==> src/sv/ssc_pkg.sv <==
// ----------------------------------------------------------------------------
// ssc_pkg: shared types and constants of the save marker signature scanner
// Holds the channel payload structs, the cell interface structs, the pattern
// codes and the pattern text lookup used by every window cell.
// ----------------------------------------------------------------------------
`default_nettype none

package ssc_pkg;

  // Window geometry. Position WIN_LEN-1 holds the newest byte.
  localparam int WIN_LEN     = 14;
  localparam int DIGIT_FIRST = 10;
  localparam int NUL_POS     = 13;
  localparam int PREFIX_END  = 9;

  // Pattern codes. The first six are versioned prefixes, the last is the
  // bare flash 512K text.
  localparam int NUM_PAT       = 7;
  localparam int PAT_FLASH1M   = 0;
  localparam int PAT_FLASH512V = 1;
  localparam int PAT_FLASHV    = 2;
  localparam int PAT_EEPROMV   = 3;
  localparam int PAT_SRAMV     = 4;
  localparam int PAT_SRAMFV    = 5;
  localparam int PAT_BARE512   = 6;

  // Family bits of the mask.
  localparam int FAM_FLASH1M  = 0;
  localparam int FAM_FLASH512 = 1;
  localparam int FAM_EEPROM   = 2;
  localparam int FAM_SRAM     = 3;
  localparam int NUM_FAM      = 4;

  // Verdict status codes.
  localparam logic [1:0] STAT_OK    = 2'd0;
  localparam logic [1:0] STAT_NONE  = 2'd1;
  localparam logic [1:0] STAT_MULTI = 2'd2;

  // Bare text count saturates here.
  localparam logic [1:0] BARE_SAT = 2'd2;

  typedef struct packed {
    logic [7:0] rom_byte;
    logic       last_byte;
  } in_item_t;

  typedef struct packed {
    logic [1:0] save_type;
    logic [1:0] detect_status;
    logic [3:0] family_mask;
  } out_item_t;

  // Control that every cell of the window receives.
  typedef struct packed {
    logic shift;
    logic clear;
  } cell_ctl_t;

  // Compare results of one cell for the byte it is about to hold.
  typedef struct packed {
    logic [NUM_PAT-1:0] match;
    logic               is_digit;
    logic               is_nul;
  } cell_flags_t;

  // Versioned prefixes are built as a family stem followed by the version tag.
  function automatic logic [79:0] pat_text(input int p);
    logic [79:0] t;
    t = '0;
    case (p)
      PAT_FLASH1M:   t = 80'({"FLASH1M", "_V"});
      PAT_FLASH512V: t = 80'({"FLASH512", "_V"});
      PAT_FLASHV:    t = 80'({"FLASH", "_V"});
      PAT_EEPROMV:   t = 80'({"EEPROM", "_V"});
      PAT_SRAMV:     t = 80'({"SRAM", "_V"});
      PAT_SRAMFV:    t = 80'({"SRAM_F", "_V"});
      PAT_BARE512:   t = 80'("FLASH512");
      default:       t = '0;
    endcase
    return t;
  endfunction

  function automatic int pat_len(input int p);
    int n;
    n = 0;
    case (p)
      PAT_FLASH1M:   n = 9;
      PAT_FLASH512V: n = 10;
      PAT_FLASHV:    n = 7;
      PAT_EEPROMV:   n = 8;
      PAT_SRAMV:     n = 6;
      PAT_SRAMFV:    n = 8;
      PAT_BARE512:   n = 8;
      default:       n = 0;
    endcase
    return n;
  endfunction

  // Returns {care, expected byte} of pattern p at window position pos.
  function automatic logic [8:0] pat_entry(input int p, input int pos);
    int          len;
    int          last_pos;
    int          first_pos;
    int          off;
    logic [79:0] txt;
    logic [8:0]  e;
    len       = pat_len(p);
    last_pos  = (p == PAT_BARE512) ? (WIN_LEN - 1) : PREFIX_END;
    first_pos = last_pos - len + 1;
    txt       = pat_text(p);
    e         = '0;
    if (pos >= first_pos && pos <= last_pos) begin
      off = pos - first_pos;
      e   = {1'b1, txt[(len - 1 - off) * 8 +: 8]};
    end
    return e;
  endfunction

endpackage

`default_nettype wire

==> src/sv/save_marker_signature_scanner.sv <==
// ----------------------------------------------------------------------------
// save_marker_signature_scanner: save library marker scanner
// Streams a ROM image through a 14-byte window of cells, records which save
// families carry a versioned marker and gives one verdict per image.
// ----------------------------------------------------------------------------
//
//   channel   direction  payload      transfer gives
//   in_*      input      in_item_t    one ROM byte, last_byte ends the image
//   out_*     output     out_item_t   one verdict per image
//
// One byte is taken per cycle; the window cells, the marker AND trees and the
// family flags all update in the same cycle as the transfer. A verdict appears
// in the output register in the cycle after the transfer of the last byte.
// Reset is synchronous and active low; it zeroes the window, the flags, the
// bare text count and the output valid. The input stalls only while a verdict
// waits in the output register and the output side is not ready.
//
`default_nettype none

module save_marker_signature_scanner (
  input  wire                 clk,
  input  wire                 rst_n,
  input  wire                 in_valid,
  output logic                in_ready,
  input  ssc_pkg::in_item_t   in_data,
  output logic                out_valid,
  input  wire                 out_ready,
  output ssc_pkg::out_item_t  out_data
);
  import ssc_pkg::*;

  // Handshake. The output register frees itself in the same cycle that its
  // verdict is taken, so a new byte is taken back to back.
  logic      in_xfer;
  logic      out_valid_r;
  logic      out_valid_nxt;
  out_item_t out_data_r;

  assign in_ready = !out_valid_r || out_ready;
  assign in_xfer  = in_valid && in_ready;

  // The window. Cell WIN_LEN-1 loads the new byte, every other cell loads
  // its newer neighbor. The last byte of an image clears the whole row.
  cell_ctl_t   ctl;
  logic [7:0]  cell_q [WIN_LEN];
  cell_flags_t flags  [WIN_LEN];

  assign ctl.shift = in_xfer;
  assign ctl.clear = in_data.last_byte;

  genvar k;
  generate
    for (k = 0; k < WIN_LEN; k++) begin : g_cell
      logic [7:0] d_in;
      if (k == WIN_LEN - 1) begin : g_head
        assign d_in = in_data.rom_byte;
      end else begin : g_body
        assign d_in = cell_q[k + 1];
      end
      ssc_cell #(
        .POS (k)
      ) u_cell (
        .clk   (clk),
        .rst_n (rst_n),
        .ctl   (ctl),
        .d_in  (d_in),
        .q     (cell_q[k]),
        .flags (flags[k])
      );
    end
  endgenerate

  // A pattern matches when every cell agrees with it. Each cell already
  // reports a match for positions that the pattern does not cover.
  logic [NUM_PAT-1:0] all_match;
  logic               tail_ok;
  logic [3:0]         fam_hit;
  logic               bare_hit;

  always_comb begin
    all_match = '1;
    for (int i = 0; i < WIN_LEN; i++) begin
      all_match = all_match & flags[i].match;
    end
  end

  // A versioned marker needs three digits after the prefix and a NUL in the
  // newest position.
  assign tail_ok = flags[DIGIT_FIRST].is_digit && flags[DIGIT_FIRST + 1].is_digit &&
                   flags[DIGIT_FIRST + 2].is_digit && flags[NUL_POS].is_nul;

  always_comb begin
    fam_hit = '0;
    if (tail_ok) begin
      fam_hit[FAM_FLASH1M]  = all_match[PAT_FLASH1M];
      fam_hit[FAM_FLASH512] = all_match[PAT_FLASH512V] || all_match[PAT_FLASHV];
      fam_hit[FAM_EEPROM]   = all_match[PAT_EEPROMV];
      fam_hit[FAM_SRAM]     = all_match[PAT_SRAMV] || all_match[PAT_SRAMFV];
    end
  end

  assign bare_hit = all_match[PAT_BARE512];

  // Family flags and the saturating bare text count. The verdict is formed
  // from their next values, so the last byte's own hits are included.
  logic [3:0] found_r;
  logic [3:0] found_nxt;
  logic [1:0] bare_cnt_r;
  logic [1:0] bare_cnt_nxt;
  out_item_t  verdict;

  assign found_nxt    = found_r | fam_hit;
  assign bare_cnt_nxt = (bare_hit && (bare_cnt_r < BARE_SAT)) ? (bare_cnt_r + 2'd1)
                                                              : bare_cnt_r;

  always_ff @(posedge clk) begin
    if (!rst_n) begin
      found_r    <= '0;
      bare_cnt_r <= '0;
    end else if (in_xfer) begin
      if (in_data.last_byte) begin
        found_r    <= '0;
        bare_cnt_r <= '0;
      end else begin
        found_r    <= found_nxt;
        bare_cnt_r <= bare_cnt_nxt;
      end
    end
  end

  ssc_verdict u_verdict (
    .found      (found_nxt),
    .bare_count (bare_cnt_nxt),
    .verdict    (verdict)
  );

  // Output register.
  always_comb begin
    out_valid_nxt = out_valid_r;
    if (out_valid_r && out_ready) begin
      out_valid_nxt = 1'b0;
    end
    if (in_xfer && in_data.last_byte) begin
      out_valid_nxt = 1'b1;
    end
  end

  always_ff @(posedge clk) begin
    if (!rst_n) begin
      out_valid_r <= 1'b0;
    end else begin
      out_valid_r <= out_valid_nxt;
    end
  end

  always_ff @(posedge clk) begin
    if (in_xfer && in_data.last_byte) begin
      out_data_r <= verdict;
    end
  end

  assign out_valid = out_valid_r;
  assign out_data  = out_data_r;

endmodule

`default_nettype wire

==> src/sv/ssc_cell.sv <==
// ----------------------------------------------------------------------------
// ssc_cell: one byte position of the scan window
// Holds one window byte, passes it to the older neighbor on each shift and
// compares the byte it is about to load against every pattern's character
// at its own position.
// ----------------------------------------------------------------------------
`default_nettype none

module ssc_cell #(
  parameter int POS = 0
) (
  input  wire                 clk,
  input  wire                 rst_n,
  input  ssc_pkg::cell_ctl_t  ctl,
  input  wire [7:0]           d_in,
  output logic [7:0]          q,
  output ssc_pkg::cell_flags_t flags
);
  import ssc_pkg::*;

  logic [7:0] byte_r;
  logic [7:0] byte_nxt;

  assign byte_nxt = ctl.clear ? 8'd0 : d_in;

  always_ff @(posedge clk) begin
    if (!rst_n) begin
      byte_r <= 8'd0;
    end else if (ctl.shift) begin
      byte_r <= byte_nxt;
    end
  end

  assign q = byte_r;

  genvar p;
  generate
    for (p = 0; p < NUM_PAT; p++) begin : g_pat
      localparam logic [8:0] ENTRY = pat_entry(p, POS);
      assign flags.match[p] = !ENTRY[8] || (d_in == ENTRY[7:0]);
    end
  endgenerate

  assign flags.is_digit = (d_in >= 8'h30) && (d_in <= 8'h39);
  assign flags.is_nul   = (d_in == 8'h00);

endmodule

`default_nettype wire

==> src/sv/ssc_verdict.sv <==
// ----------------------------------------------------------------------------
// ssc_verdict: end-of-image verdict
// Folds the bare flash 512K count into the family mask and encodes the save
// type and the detection status.
// ----------------------------------------------------------------------------
`default_nettype none

module ssc_verdict (
  input  wire [3:0]          found,
  input  wire [1:0]          bare_count,
  output ssc_pkg::out_item_t verdict
);
  import ssc_pkg::*;

  logic [3:0] mask;
  logic [2:0] n_set;
  logic [1:0] type_idx;

  always_comb begin
    mask = found;
    if (!found[FAM_FLASH512] && (bare_count == 2'd1)) begin
      mask[FAM_FLASH512] = 1'b1;
    end
    n_set    = 3'd0;
    type_idx = 2'd0;
    for (int i = 0; i < NUM_FAM; i++) begin
      if (mask[i]) begin
        n_set    = n_set + 3'd1;
        type_idx = 2'(i);
      end
    end
    verdict.family_mask = mask;
    if (n_set == 3'd0) begin
      verdict.detect_status = STAT_NONE;
      verdict.save_type     = 2'd0;
    end else if (n_set == 3'd1) begin
      verdict.detect_status = STAT_OK;
      verdict.save_type     = type_idx;
    end else begin
      verdict.detect_status = STAT_MULTI;
      verdict.save_type     = 2'd0;
    end
  end

endmodule

`default_nettype wire

==> config.mk <==
export PLATFORM = sky130hd
export DESIGN_NAME = save_marker_signature_scanner
export DESIGN_NICKNAME = d
export VERILOG_FILES = /design/src/sv/ssc_pkg.sv /design/src/sv/save_marker_signature_scanner.sv /design/src/sv/ssc_cell.sv /design/src/sv/ssc_verdict.sv
export SDC_FILE = /design/constraint.sdc
export NUM_CORES = 1
export LEC_CHECK = 0
export BUFFER_PORTS_ARGS = -buffer_cell sky130_fd_sc_hd__buf_2
export CAP_MARGIN = 25
export CORE_MARGIN = 2
export CORE_UTILIZATION = 55
export CTS_BUF_LIST = sky130_fd_sc_hd__clkbuf_8
export CTS_CLUSTER_DIAMETER = 80
export DETAILED_ROUTE_END_ITERATION = 12
export PLACE_DENSITY = 0.71
export SLEW_MARGIN = 20
export SYNTH_ARGS = -nofsm -noshare
export SYNTH_HDL_FRONTEND = slang
export SYNTH_SLANG_ARGS = --single-unit
export TNS_END_PERCENT = 50
==> constraint.sdc <==
create_clock -name clk -period 5 [get_ports clk]
set_clock_uncertainty 0.2 [all_clocks]
set_input_delay 0.75 -clock clk [delete_from_list [all_inputs] [get_ports clk]]
set_output_delay 0.75 -clock clk [all_outputs]
set_load 0.02 [all_outputs]
==> results of run 1 <==
[flip-flops by register name, summed over array words and instances, names as in the netlist]
signal / count
g_cell.u_cell.q: 104
out_valid: 1
found_r: 4
bare_cnt_r: 2
out_data: 8
[logic make-up after synthesis]
logic type / Yosys count / share of synthesized area
xor+xnor: 3 / 0.00454
buf+inv: 50 / 0.0337
fa+ha+maj: 2 / 0.00432
compound gates: 128 / 0.167
simple gates: 337 / 0.364
flops: 119 / 0.426
[final timing paths]
| kind | cells after the start | to | slack (ns) | from |
|---|---|---|---|---|
| worst max-delay path | 13 | out_data[6] | 0.77 | g_cell[7].u_cell.q[6] |
| worst min-delay path | 2 | g_cell[1].u_cell.q[2] | 0.26 | g_cell[1].u_cell.q[2] |
| worst max register to register | 13 | out_data[6] | 0.77 | g_cell[7].u_cell.q[6] |
| worst min register to register | 2 | g_cell[1].u_cell.q[2] | 0.26 | g_cell[1].u_cell.q[2] |
[through the flow]
stage / util / cell area [sq um] / cells
global route: 0.609 / 6260 / 784
CTS: 0.607 / 6230 / 783
floorplan: - / 5790 / 639
detailed placement: 0.576 / 5920 / 754
finish: 0.609 / 6260 / 784
global placement: 0.576 / 5920 / 754
[power groups by stage]
stage,Clock [mW],Combinational [mW],Sequential (mW)
floorplan,0,0.0735,0.992
global placement,0,0.102,0.989
detailed placement,0,0.103,0.989
CTS,0.730,0.103,0.968
global route,0.773,0.115,0.968
finish,0.720,0.106,0.968
[area by class of cell]
cell class | instances | share of cell area
Multi-Input combinational cell | 470 | 0.501
Sequential cell | 119 | 0.393
Inverter | 4 | 0.00240
Clock buffer | 20 | 0.0440
Tap cell | 136 | 0.0272
Timing Repair Buffer | 26 | 0.0256
Clock inverter | 9 | 0.00639
[cells in the final DEF, fill, tap and decap left out, types with 7 or more instances in the layout]
cell type / count
sky130_fd_sc_hd__nor4bb_1: 9
sky130_fd_sc_hd__nor4b_1: 12
sky130_fd_sc_hd__inv_1: 8
sky130_fd_sc_hd__dfxtp_1: 111
sky130_fd_sc_hd__clkbuf_8: 20
sky130_fd_sc_hd__nand3_1: 9
sky130_fd_sc_hd__nand3b_1: 106
sky130_fd_sc_hd__nor2_1: 14
sky130_fd_sc_hd__o21ai_0: 7
sky130_fd_sc_hd__buf_2: 22
sky130_fd_sc_hd__nand4_1: 14
sky130_fd_sc_hd__a21boi_0: 106
sky130_fd_sc_hd__nand2_1: 112
sky130_fd_sc_hd__nor4_1: 9
sky130_fd_sc_hd__edfxtp_1: 8
[worst max-delay path, delay by kind of cell, from the launching register on]
| family | cells | cell delay (ns) |
|---|---|---|
| AND/OR/NAND/NOR | 6 | 2.02 |
| flip-flops | 1 | 0.37 |
| buffers and inverters | 1 | 0.13 |
| AO/OA/AOI/OAI | 3 | 0.56 |
| XOR/XNOR | 1 | 0.15 |
| adder cells (fa/ha/maj) | 2 | 0.66 |
[layer usage]
layer  vias up  wire [microns]  share of wire
li1       2316               -              -
met1      2245            6150           0.47
met2       112            6230           0.47
met3        23             511          0.039
met4         0             331          0.025
met5         -               0              0
==> Flow_metrics.wiki, run 1 <==
{| class="wikitable"
! Metric !! Value
|-
| Worst slack, placed || 0.394 ns
|-
| Total of warnings raised by yosys || 0
|-
| Initial core utilization || 0.563
|-
| Combinational share of power || 0.059
|-
| Synthesized instance count || 639
|-
| Number of buffers added by the clock tree synthesis step || 17
|-
| Max Fanout on Critical Path || 6
|-
| Initial antenna violation count || 0
|-
| Total number of vias || 4696
|-
| Count of clock tree sinks || 119
|-
| RSZ-0062 raised after global routing || no
|-
| Number of synthesized flops with an enable pin || 8
|-
| Area share of the leading cell type in the synthesized netlist || 0.384
|-
| Area occupied by registers || 2460 sq um
|-
| Pint || 1.36 mW
|-
| Max Clk Rate || 237 MHz
|-
| Synthesized area per cell || 9.05 sq um
|-
| DRC viols || 0
|-
| Flip-flop cell with the highest count after synthesis || sky130_fd_sc_hd__dfxtp_1
|-
| Pwr Density || 287 nW/um^2
|-
| CTS H-tree lvls || 4
|-
| Nets in the synthesized netlist || 654
|-
| Share of post-route cells with drive strength above 1 || 0.108
|-
| Buffers added on ports || 22
|-
| Maximum buffer depth of the clock tree || 2
|-
| Share of the yosys chip area belonging to registers || 0.426
|-
| Root cell of the clock tree || sky130_fd_sc_hd__clkbuf_8
|-
| Leakage dissipation || 1.96 nW
|-
| CTS tree || yes
|-
| Hold WC Path Type || reg -> reg
|-
| Max rail drop VDD || 184 uV
|-
| Most frequently used cell type in the post-synthesis netlist || sky130_fd_sc_hd__nand2_1
|-
| Weighted congestion reported at the end of routability-driven placement || 0.903
|-
| Maximum number of pins on one net before global-route repair || 107
|-
| Peak per-stage delay on the critical path || 0.49 ns
|-
| Total Power Consumption || 1.79 mW
|-
| Critical path arrival || 4.33 ns
|-
| Total routing resource utilization after global routing || 0.248
|-
| Layout area overhead || 8.22%
|-
| Cts hold-fix bufs || 0
|-
| Cell type contributing the most total cell area after synthesis || sky130_fd_sc_hd__dfxtp_1
|-
| Met1 layer usage reported by global route || 0.327
|-
| Portion of total power attributed to the clock network || 0.401
|-
| Main area contributors after synthesis || sky130_fd_sc_hd__dfxtp_1 38%, sky130_fd_sc_hd__a21boi_0 14%, sky130_fd_sc_hd__nand3b_1 14%
|-
| Post-detailed-route count of antenna-violating nets || 0
|-
| FILL cells || 927
|-
| Part of the total power dissipated in sequential elements || 0.540
|-
| WP data required || 5.11 ns
|-
| IO Count || 23
|-
| Type of the setup path with the least slack || reg -> reg
|-
| Post-layout nets || 653
|-
| Horiz. Die Dim || 107 microns
|-
| Transition time at the pin with the least slew margin || 0.811 ns
|-
| Outcome || completed
|-
| HPWL after detailed placement || 8.46 mm
|-
| Inserted Diodes || 0
|-
| Vias in the first global route || 4512
|-
| Max_slew headroom || 0.459
|-
| Die Footprint || 11400 sq um
|-
| Nature of the critical path endpoint || flop
|-
| Final Setup Violations || 0
|-
| Highest-delay cell along the critical path || sky130_fd_sc_hd__or3_2
|-
| Final Hold Slack || 0.263 ns
|-
| Fin crit share || 0.846
|-
| Most numerous cell types in the synthesized netlist || 113 x sky130_fd_sc_hd__nand2_1, 111 x sky130_fd_sc_hd__dfxtp_1, 106 x sky130_fd_sc_hd__a21boi_0, 106 x sky130_fd_sc_hd__nand3b_1, 43 x sky130_fd_sc_hd__clkbuf_1
|-
| Resize count post-CTS || 0
|-
| Routed wire per std cell || 16.9 microns
|-
| Number of max-slew violations in the final report || 0
|-
| Standard-cell rows || 37
|-
| Synthesized flop and latch total || 119
|-
| Max capacitance violation total || 0
|-
| Setup ws final || 0.772 ns
|-
| Routed vias/inst || 5.99
|-
| CP dominant cell by count || sky130_fd_sc_hd__ha_1
|-
| Number of buffers inserted to repair setup after CTS || 0
|-
| Switching share of power || 0.240
|-
| Global-route wire length before repair || 22.3 mm
|-
| CP Cell Sequence || nor3b_2 > nand4b_1 > nor4_1 > and2b_1 > o221ai_2 > or2_2 > ha_1 > inv_1 > xnor2_1 > ha_1 > or3_2 > a211oi_2 > a41o_1
|-
| Global-route track usage on met2 || 0.388
|-
| Vertical extent of the die || 107 microns
|-
| Core Region || 10300 sq um
|-
| Clock period minus final worst setup slack || 4.23 ns
|-
| Area used by multi-input combinational logic || 3140 sq um
|-
| Met3 usage || 0.0527
|-
| Number of hold violations in the final report || 0
|-
| Overflow left after global routing || 0
|-
| Clock input transition at the sequential cells of the worst setup and hold paths || 0.06 ns
|-
| Number of optimization iterations in the first detailed-route pass || 5
|-
| Share of flip-flops with an asynchronous set or reset || 0
|-
| Clk_lat worst skew || 0.45 ns
|-
| Setup crit start kind || flop
|-
| Final routed wirelength across all metal layers || 13.2 mm
|-
| P_sw || 431 uW
|-
| Initial detailed-routing violation count || 374
|-
| Most Used Layer, Global Route || met2
|-
| Post-synthesis instance area || 5790 sq um
|-
| Setup Total Neg Slack || 0 ns
|-
| Unique masters post-synth || 57
|}
Power figures use the tool's default switching activity.
==> inputs of run 2 (changes only) <==
==> constraint.sdc (replaced) <==
create_clock -name clk -period 4.04 [get_ports clk]
set_clock_uncertainty 0.2 [all_clocks]
set_input_delay 0.606 -clock clk [delete_from_list [all_inputs] [get_ports clk]]
set_output_delay 0.606 -clock clk [all_outputs]
set_load 0.02 [all_outputs]
==> run 2 against run 1 <==
  * Die area stayed put
  * Routed wire length is 2.7% higher
  * Cell area is 2.3% higher
  * Largest cell class unchanged
  * Highest routed layer unchanged
==> Flow_metrics.wiki, run 2 (synthesis gave the netlist of run 1 again) <==
{| class="wikitable"
! Metric !! Value
|-
| Global-route wire length before repair || 22.7 mm
|-
| Type of the setup path with the least slack || reg -> reg
|-
| Layout area overhead || 10.7%
|-
| Maximum buffer depth of the clock tree || 2
|-
| Placement Cell Area || 6020 sq um
|-
| Fin crit share || 0.956
|-
| Die Footprint || 11400 sq um
|-
| Horiz. Die Dim || 107 microns
|-
| Most frequent cells in the layout || 112 x sky130_fd_sc_hd__nand2_1, 111 x sky130_fd_sc_hd__dfxtp_1, 106 x sky130_fd_sc_hd__nand3b_1, 106 x sky130_fd_sc_hd__a21boi_0, 22 x sky130_fd_sc_hd__buf_2
|-
| Initial antenna violation count || 0
|-
| Max rail drop VDD || 185 uV
|-
| Pwr Density || 369 nW/um^2
|-
| Capturing point of the worst reg2reg path || out_data[7]
|-
| Transition time at the pin with the least slew margin || 0.791 ns
|-
| DRC viols || 0
|-
| Highest-delay cell along the critical path || sky130_fd_sc_hd__nor4b_1
|-
| Logic depth of the worst register-to-register path || 13
|-
| CTS H-tree lvls || 4
|-
| CTS tree || yes
|-
| Total number of vias || 4834
|-
| Cts hold-fix bufs || 0
|-
| Core Region || 10300 sq um
|-
| RSZ-0062 raised after global routing || no
|-
| Final Setup Violations || 0
|-
| Weighted congestion reported at the end of routability-driven placement || 0.898
|-
| Initial core utilization || 0.563
|-
| Worst-case register-to-register setup slack || 0.18 ns
|-
| Setup crit start kind || flop
|-
| Post-detailed-route count of antenna-violating nets || 0
|-
| Overflow left after global routing || 0
|-
| Max Fanout on Critical Path || 4
|-
| Vias in the first global route || 4621
|-
| Number of hold violations in the final report || 0
|-
| Cells after DPL || 768
|-
| IO Count || 23
|-
| Final instance area || 6400 sq um
|-
| Most frequent standard cell in the layout excluding fill and tap cells || sky130_fd_sc_hd__nand2_1
|-
| Final routed wirelength across all metal layers || 13.6 mm
|-
| CP Cell Sequence || nor4b_1 > nand3b_1 > nor3_1 > a31oi_1 > o221ai_2 > or2_2 > ha_1 > inv_1 > xnor2_1 > ha_1 > or3_2 > a211oi_2 > a31o_1
|-
| Max Clk Rate || 259 MHz
|-
| Setup ws final || 0.178 ns
|-
| Standard-cell rows || 37
|-
| Area occupied by registers || 2460 sq um
|-
| Beginning of the critical path || g_cell[7].u_cell.q[5]
|-
| R2r startpoint || g_cell[7].u_cell.q[5]
|-
| Max_slew headroom || 0.473
|-
| Total routing resource utilization after global routing || 0.251
|-
| Max capacitance violation total || 0
|-
| Number of max-slew violations in the final report || 0
|-
| Peak per-stage delay on the critical path || 0.49 ns
|-
| Number of optimization iterations in the first detailed-route pass || 8
|-
| Area used by multi-input combinational logic || 3140 sq um
|-
| Root cell of the clock tree || sky130_fd_sc_hd__clkbuf_8
|-
| Clock period minus final worst setup slack || 3.86 ns
|-
| Worst slack, placed || -0.0495 ns
|-
| Maximum number of pins on one net before global-route repair || 66
|-
| Largest register FFs || 104
|-
| Clock input transition at the sequential cells of the worst setup and hold paths || 0.07 ns
|-
| CP delay by family, top || simple AND/OR/NAND/NOR gates
|-
| FILL cells || 917
|-
| Leakage dissipation || 2.04 nW
|-
| Routed wire per std cell || 17.0 microns
|-
| Buffers added on ports || 22
|-
| Number of stages on the worst setup path || 13
|-
| Routed vias/inst || 6.05
|-
| HPWL after detailed placement || 8.80 mm
|-
| Count of placed standard cells in the final layout, fillers left out || 799
|-
| Critical path arrival || 3.96 ns
|-
| Share of post-route cells with drive strength above 1 || 0.130
|-
| Number of buffers inserted to repair setup after CTS || 0
|-
| Hold WC Path Type || reg -> reg
|-
| Nature of the critical path endpoint || flop
|-
| Initial detailed-routing violation count || 300
|-
| Vertical extent of the die || 107 microns
|-
| Outcome || completed
|-
| Clk_lat worst skew || 0.43 ns
|-
| Total buffers and inverters traversed by the critical path || 1
|-
| Inserted Diodes || 0
|-
| WP data required || 4.14 ns
|-
| Count of clock tree sinks || 119
|-
| Final Hold Slack || 0.266 ns
|-
| CP dominant cell by count || sky130_fd_sc_hd__ha_1
|-
| Number of buffers added by the clock tree synthesis step || 17
|-
| Post-layout nets || 666
|-
| End point of the critical path || out_data[7]
|}
-- run 2: metrics by stage --
step	TNS (ns)	power, mW	util
3_5_place_dp	-0.0777	1.35	0.586
5_1_grt	0	2.43	0.623
6_report	0	2.36	0.623
2_1_floorplan	0	1.32	-
3_3_place_gp	0	1.35	0.586
4_1_cts	0	2.37	0.622
-- run 2: what timing repair did --
action / CTS / global route
endpoints found under the hold margin: 0 / 0
setup endpoints to repair: 0 / 1
resized for setup: 0 / 1
-- run 2: final cells by class --
cell class              instances  area share
repair buffers                 39      0.0371
multi-input cells             470       0.491
clock inverters                12      0.0176
clock buffers                  19      0.0408
inverters                       4     0.00234
flip-flops and latches        119       0.385
well taps                     136      0.0266
-- run 2: layer usage --
metal,global-route usage,up-vias,part of all wire
met5,0,-,0
met4,0.0946,0,0.018
met3,0.0607,22,0.056
met2,0.406,139,0.49
met1,0.323,2335,0.44
li1,-,2338,-
-- run 2: report_power, final --
group / switching, mW / leakage [nW] / total, mW / internal [mW]
clock: 0.468 / 0.205 / 1.03 / 0.565
combinational: 0.0852 / 0.870 / 0.131 / 0.0453
sequential: 0.00453 / 0.966 / 1.20 / 1.19
total: 0.558 / 2.04 / 2.36 / 1.80
-- run 2: worst min-delay path by stage --
| stage | endpoint | cells after the start | start | slack [ns] |
|---|---|---|---|---|
| floorplan | g_cell[1].u_cell.q[1] | 2 | g_cell[1].u_cell.q[1] | 0.24 |
| global placement | g_cell[1].u_cell.q[1] | 2 | g_cell[1].u_cell.q[1] | 0.24 |
| detailed placement | g_cell[1].u_cell.q[2] | 2 | g_cell[1].u_cell.q[2] | 0.26 |
| CTS | g_cell[13].u_cell.q[3] | 3 | in_data[4] | 0.26 |
| global route | g_cell[13].u_cell.q[3] | 3 | in_data[4] | 0.26 |
| finish | g_cell[1].u_cell.q[2] | 2 | g_cell[1].u_cell.q[2] | 0.27 |
-- run 2: worst min-delay path: stages (launching register included) --
cell and delay, ns:
sky130_fd_sc_hd__dfxtp_1 0.31, sky130_fd_sc_hd__nand2_1 0.05, sky130_fd_sc_hd__a21boi_0 0.06
==> inputs of run 3 (changes only) <==
--- a/config.mk
+++ b/config.mk
@@ -16,5 +16,6 @@
 export SLEW_MARGIN = 20
 export SYNTH_ARGS = -nofsm -noshare
 export SYNTH_HDL_FRONTEND = slang
+export SYNTH_HIERARCHICAL = 1
 export SYNTH_SLANG_ARGS = --single-unit
 export TNS_END_PERCENT = 50
==> run 3 against run 2 <==
  * Final cell count increased by 14%
  * Combinational power increased by 7%
  * Cell area increased by 7.5%
  * Count of clock-buffer cells in the layout increased by 4
  * Core utilization decreased by 2.3 points
  * Critical path depth increased by 2
  * Routed wire length decreased by 1.9%
  * Synthesized cell count increased by 18%
==> Flow_metrics.wiki, run 3 <==
{| class="wikitable"
! Metric !! Value
|-
| Outcome || completed
|-
| Share of post-route cells with drive strength above 1 || 0.153
|-
| Leakage dissipation || 2.42 nW
|-
| Inserted Diodes || 0
|-
| Post-synthesis instance area || 6480 sq um
|-
| Setup Total Neg Slack || 0 ns
|-
| Nature of the critical path endpoint || flop
|-
| CTS H-tree lvls || 4
|-
| Max Clk Rate || 258 MHz
|-
| RSZ-0062 raised after global routing || no
|-
| Max Fanout on Critical Path || 5
|-
| Most frequent standard cell in the layout excluding fill and tap cells || sky130_fd_sc_hd__nand2_1
|-
| Type of the setup path with the least slack || reg -> reg
|-
| Initial detailed-routing violation count || 365
|-
| Number of optimization iterations in the first detailed-route pass || 5
|-
| Cells after DPL || 876
|-
| Die Footprint || 12700 sq um
|-
| Fin crit share || 0.960
|-
| Initial antenna violation count || 0
|-
| Layout area overhead || 6.22%
|-
| Area used by multi-input combinational logic || 3510 sq um
|-
| Number of buffers added by the clock tree synthesis step || 17
|-
| WP data required || 4.04 ns
|-
| Vertical extent of the die || 113 microns
|-
| Synthesized instance count || 757
|-
| Total routing resource utilization after global routing || 0.219
|-
| Hold WC Path Type || in -> reg
|-
| Post-layout nets || 770
|-
| Synthesized area per cell || 8.56 sq um
|-
| Critical path arrival || 3.88 ns
|-
| Number of hold violations in the final report || 0
|-
| FILL cells || 997
|-
| Final Hold Slack || 0.197 ns
|-
| Area occupied by registers || 2470 sq um
|-
| Cts hold-fix bufs || 0
|-
| Buffers added on ports || 22
|-
| Root cell of the clock tree || sky130_fd_sc_hd__clkbuf_8
|-
| Core Region || 11500 sq um
|-
| Initial core utilization || 0.565
|-
| Final Setup Violations || 0
|-
| Total number of vias || 5086
|-
| Max capacitance violation total || 0
|-
| Utilization of the core after routing || 0.600
|-
| Total Power Consumption || 2.51 mW
|-
| Vias in the first global route || 4810
|-
| HPWL after detailed placement || 8.89 mm
|-
| Overflow left after global routing || 0
|-
| Number of max-slew violations in the final report || 0
|-
| Max_slew headroom || 0.416
|-
| Horiz. Die Dim || 113 microns
|-
| Max rail drop VDD || 349 uV
|-
| Total of warnings raised by yosys || 6
|-
| Post-detailed-route count of antenna-violating nets || 0
|-
| Routed wire per std cell || 14.7 microns
|-
| Standard-cell rows || 39
|-
| Most frequent cells in the layout || 125 x sky130_fd_sc_hd__nand2_1, 106 x sky130_fd_sc_hd__nand3b_1, 106 x sky130_fd_sc_hd__dfxtp_1
|-
| IO Count || 23
|-
| Maximum buffer depth of the clock tree || 2
|-
| Transition time at the pin with the least slew margin || 0.876 ns
|-
| Pwr Density || 364 nW/um^2
|-
| Clock period minus final worst setup slack || 3.88 ns
|-
| Final routed wirelength across all metal layers || 13.3 mm
|-
| Clock input transition at the sequential cells of the worst setup and hold paths || 0.07 ns
|-
| Setup crit start kind || flop
|-
| Count of clock tree sinks || 119
|-
| Routed vias/inst || 5.60
|-
| Count of placed standard cells in the final layout, fillers left out || 909
|-
| Largest register FFs || 104
|-
| Clk_lat worst skew || 0.45 ns
|-
| Global-route wire length before repair || 22.7 mm
|-
| DRC viols || 0
|-
| Maximum number of pins on one net before global-route repair || 111
|-
| CTS tree || yes
|-
| Weighted congestion reported at the end of routability-driven placement || 0.827
|}
## run 3: metrics by stage
step           worst slack, ns  instance area (sq um)
6_report                 0.160                   6880
5_1_grt                0.00114                   6880
4_1_cts                 0.0105                   6830
3_5_place_dp           0.00974                   6400
3_3_place_gp             0.175                   6400
2_1_floorplan            0.291                   6600
## run 3: worst max-delay path, cell delays in order, from the launching register on
cell                      delay (ns)
sky130_fd_sc_hd__dfxtp_2        0.34
sky130_fd_sc_hd__or4b_4         0.58
sky130_fd_sc_hd__nor4_4         0.15
sky130_fd_sc_hd__nand4_1        0.21
sky130_fd_sc_hd__nor4_4         0.39
sky130_fd_sc_hd__buf_4          0.18
sky130_fd_sc_hd__a21o_2         0.12
sky130_fd_sc_hd__nor2b_2        0.04
sky130_fd_sc_hd__or2_4          0.24
sky130_fd_sc_hd__inv_2          0.05
sky130_fd_sc_hd__ha_1           0.23
sky130_fd_sc_hd__xor2_1         0.16
sky130_fd_sc_hd__ha_1           0.31
sky130_fd_sc_hd__nor2b_2        0.17
sky130_fd_sc_hd__a31oi_4        0.06
sky130_fd_sc_hd__or2_1          0.21
## run 3: routing by layer
metal	vias to the layer above	wire, microns	track usage
met3	21	504	0.0610
met2	79	6380	0.345
met4	0	223	0.0821
met1	2391	6220	0.289
li1	2595	-	-
met5	-	0	0
## run 3: area by class of cell
type | instances | share of cell area
sequential | 119 | 0.359
timing repair buffer | 34 | 0.0336
multi-input combinational | 565 | 0.509
clock inverter | 8 | 0.0173
tap | 143 | 0.0260
inverter | 17 | 0.00927
clock buffer | 23 | 0.0460
## run 3: power by group
part           switching (mW)  internal [mW]  leakage [nW]
Combinational          0.0919         0.0478          1.23
Sequential            0.00476           1.19         0.967
Clock                   0.470          0.701         0.221
Total                   0.567           1.94          2.42
## run 3: path summary, 6_finish.rpt
kind | startpoint | to | slack, ns | cells past startpoint
worst min-delay path | in_data[3] | g_cell[13].u_cell/q[2] | 0.20 | 3
worst max register to register | g_cell[7].u_cell/q[5] | out_data[5] | 0.16 | 15
worst max-delay path | g_cell[7].u_cell/q[5] | out_data[5] | 0.16 | 15
worst min register to register | g_cell[9].u_cell/q[0] | g_cell[8].u_cell/q[0] | 0.26 | 2
## run 3: repair_timing
action | CTS | global route
setup endpoints to repair | 0 | 4
gates resized for setup | 0 | 11
buffers inserted | 0 | 2
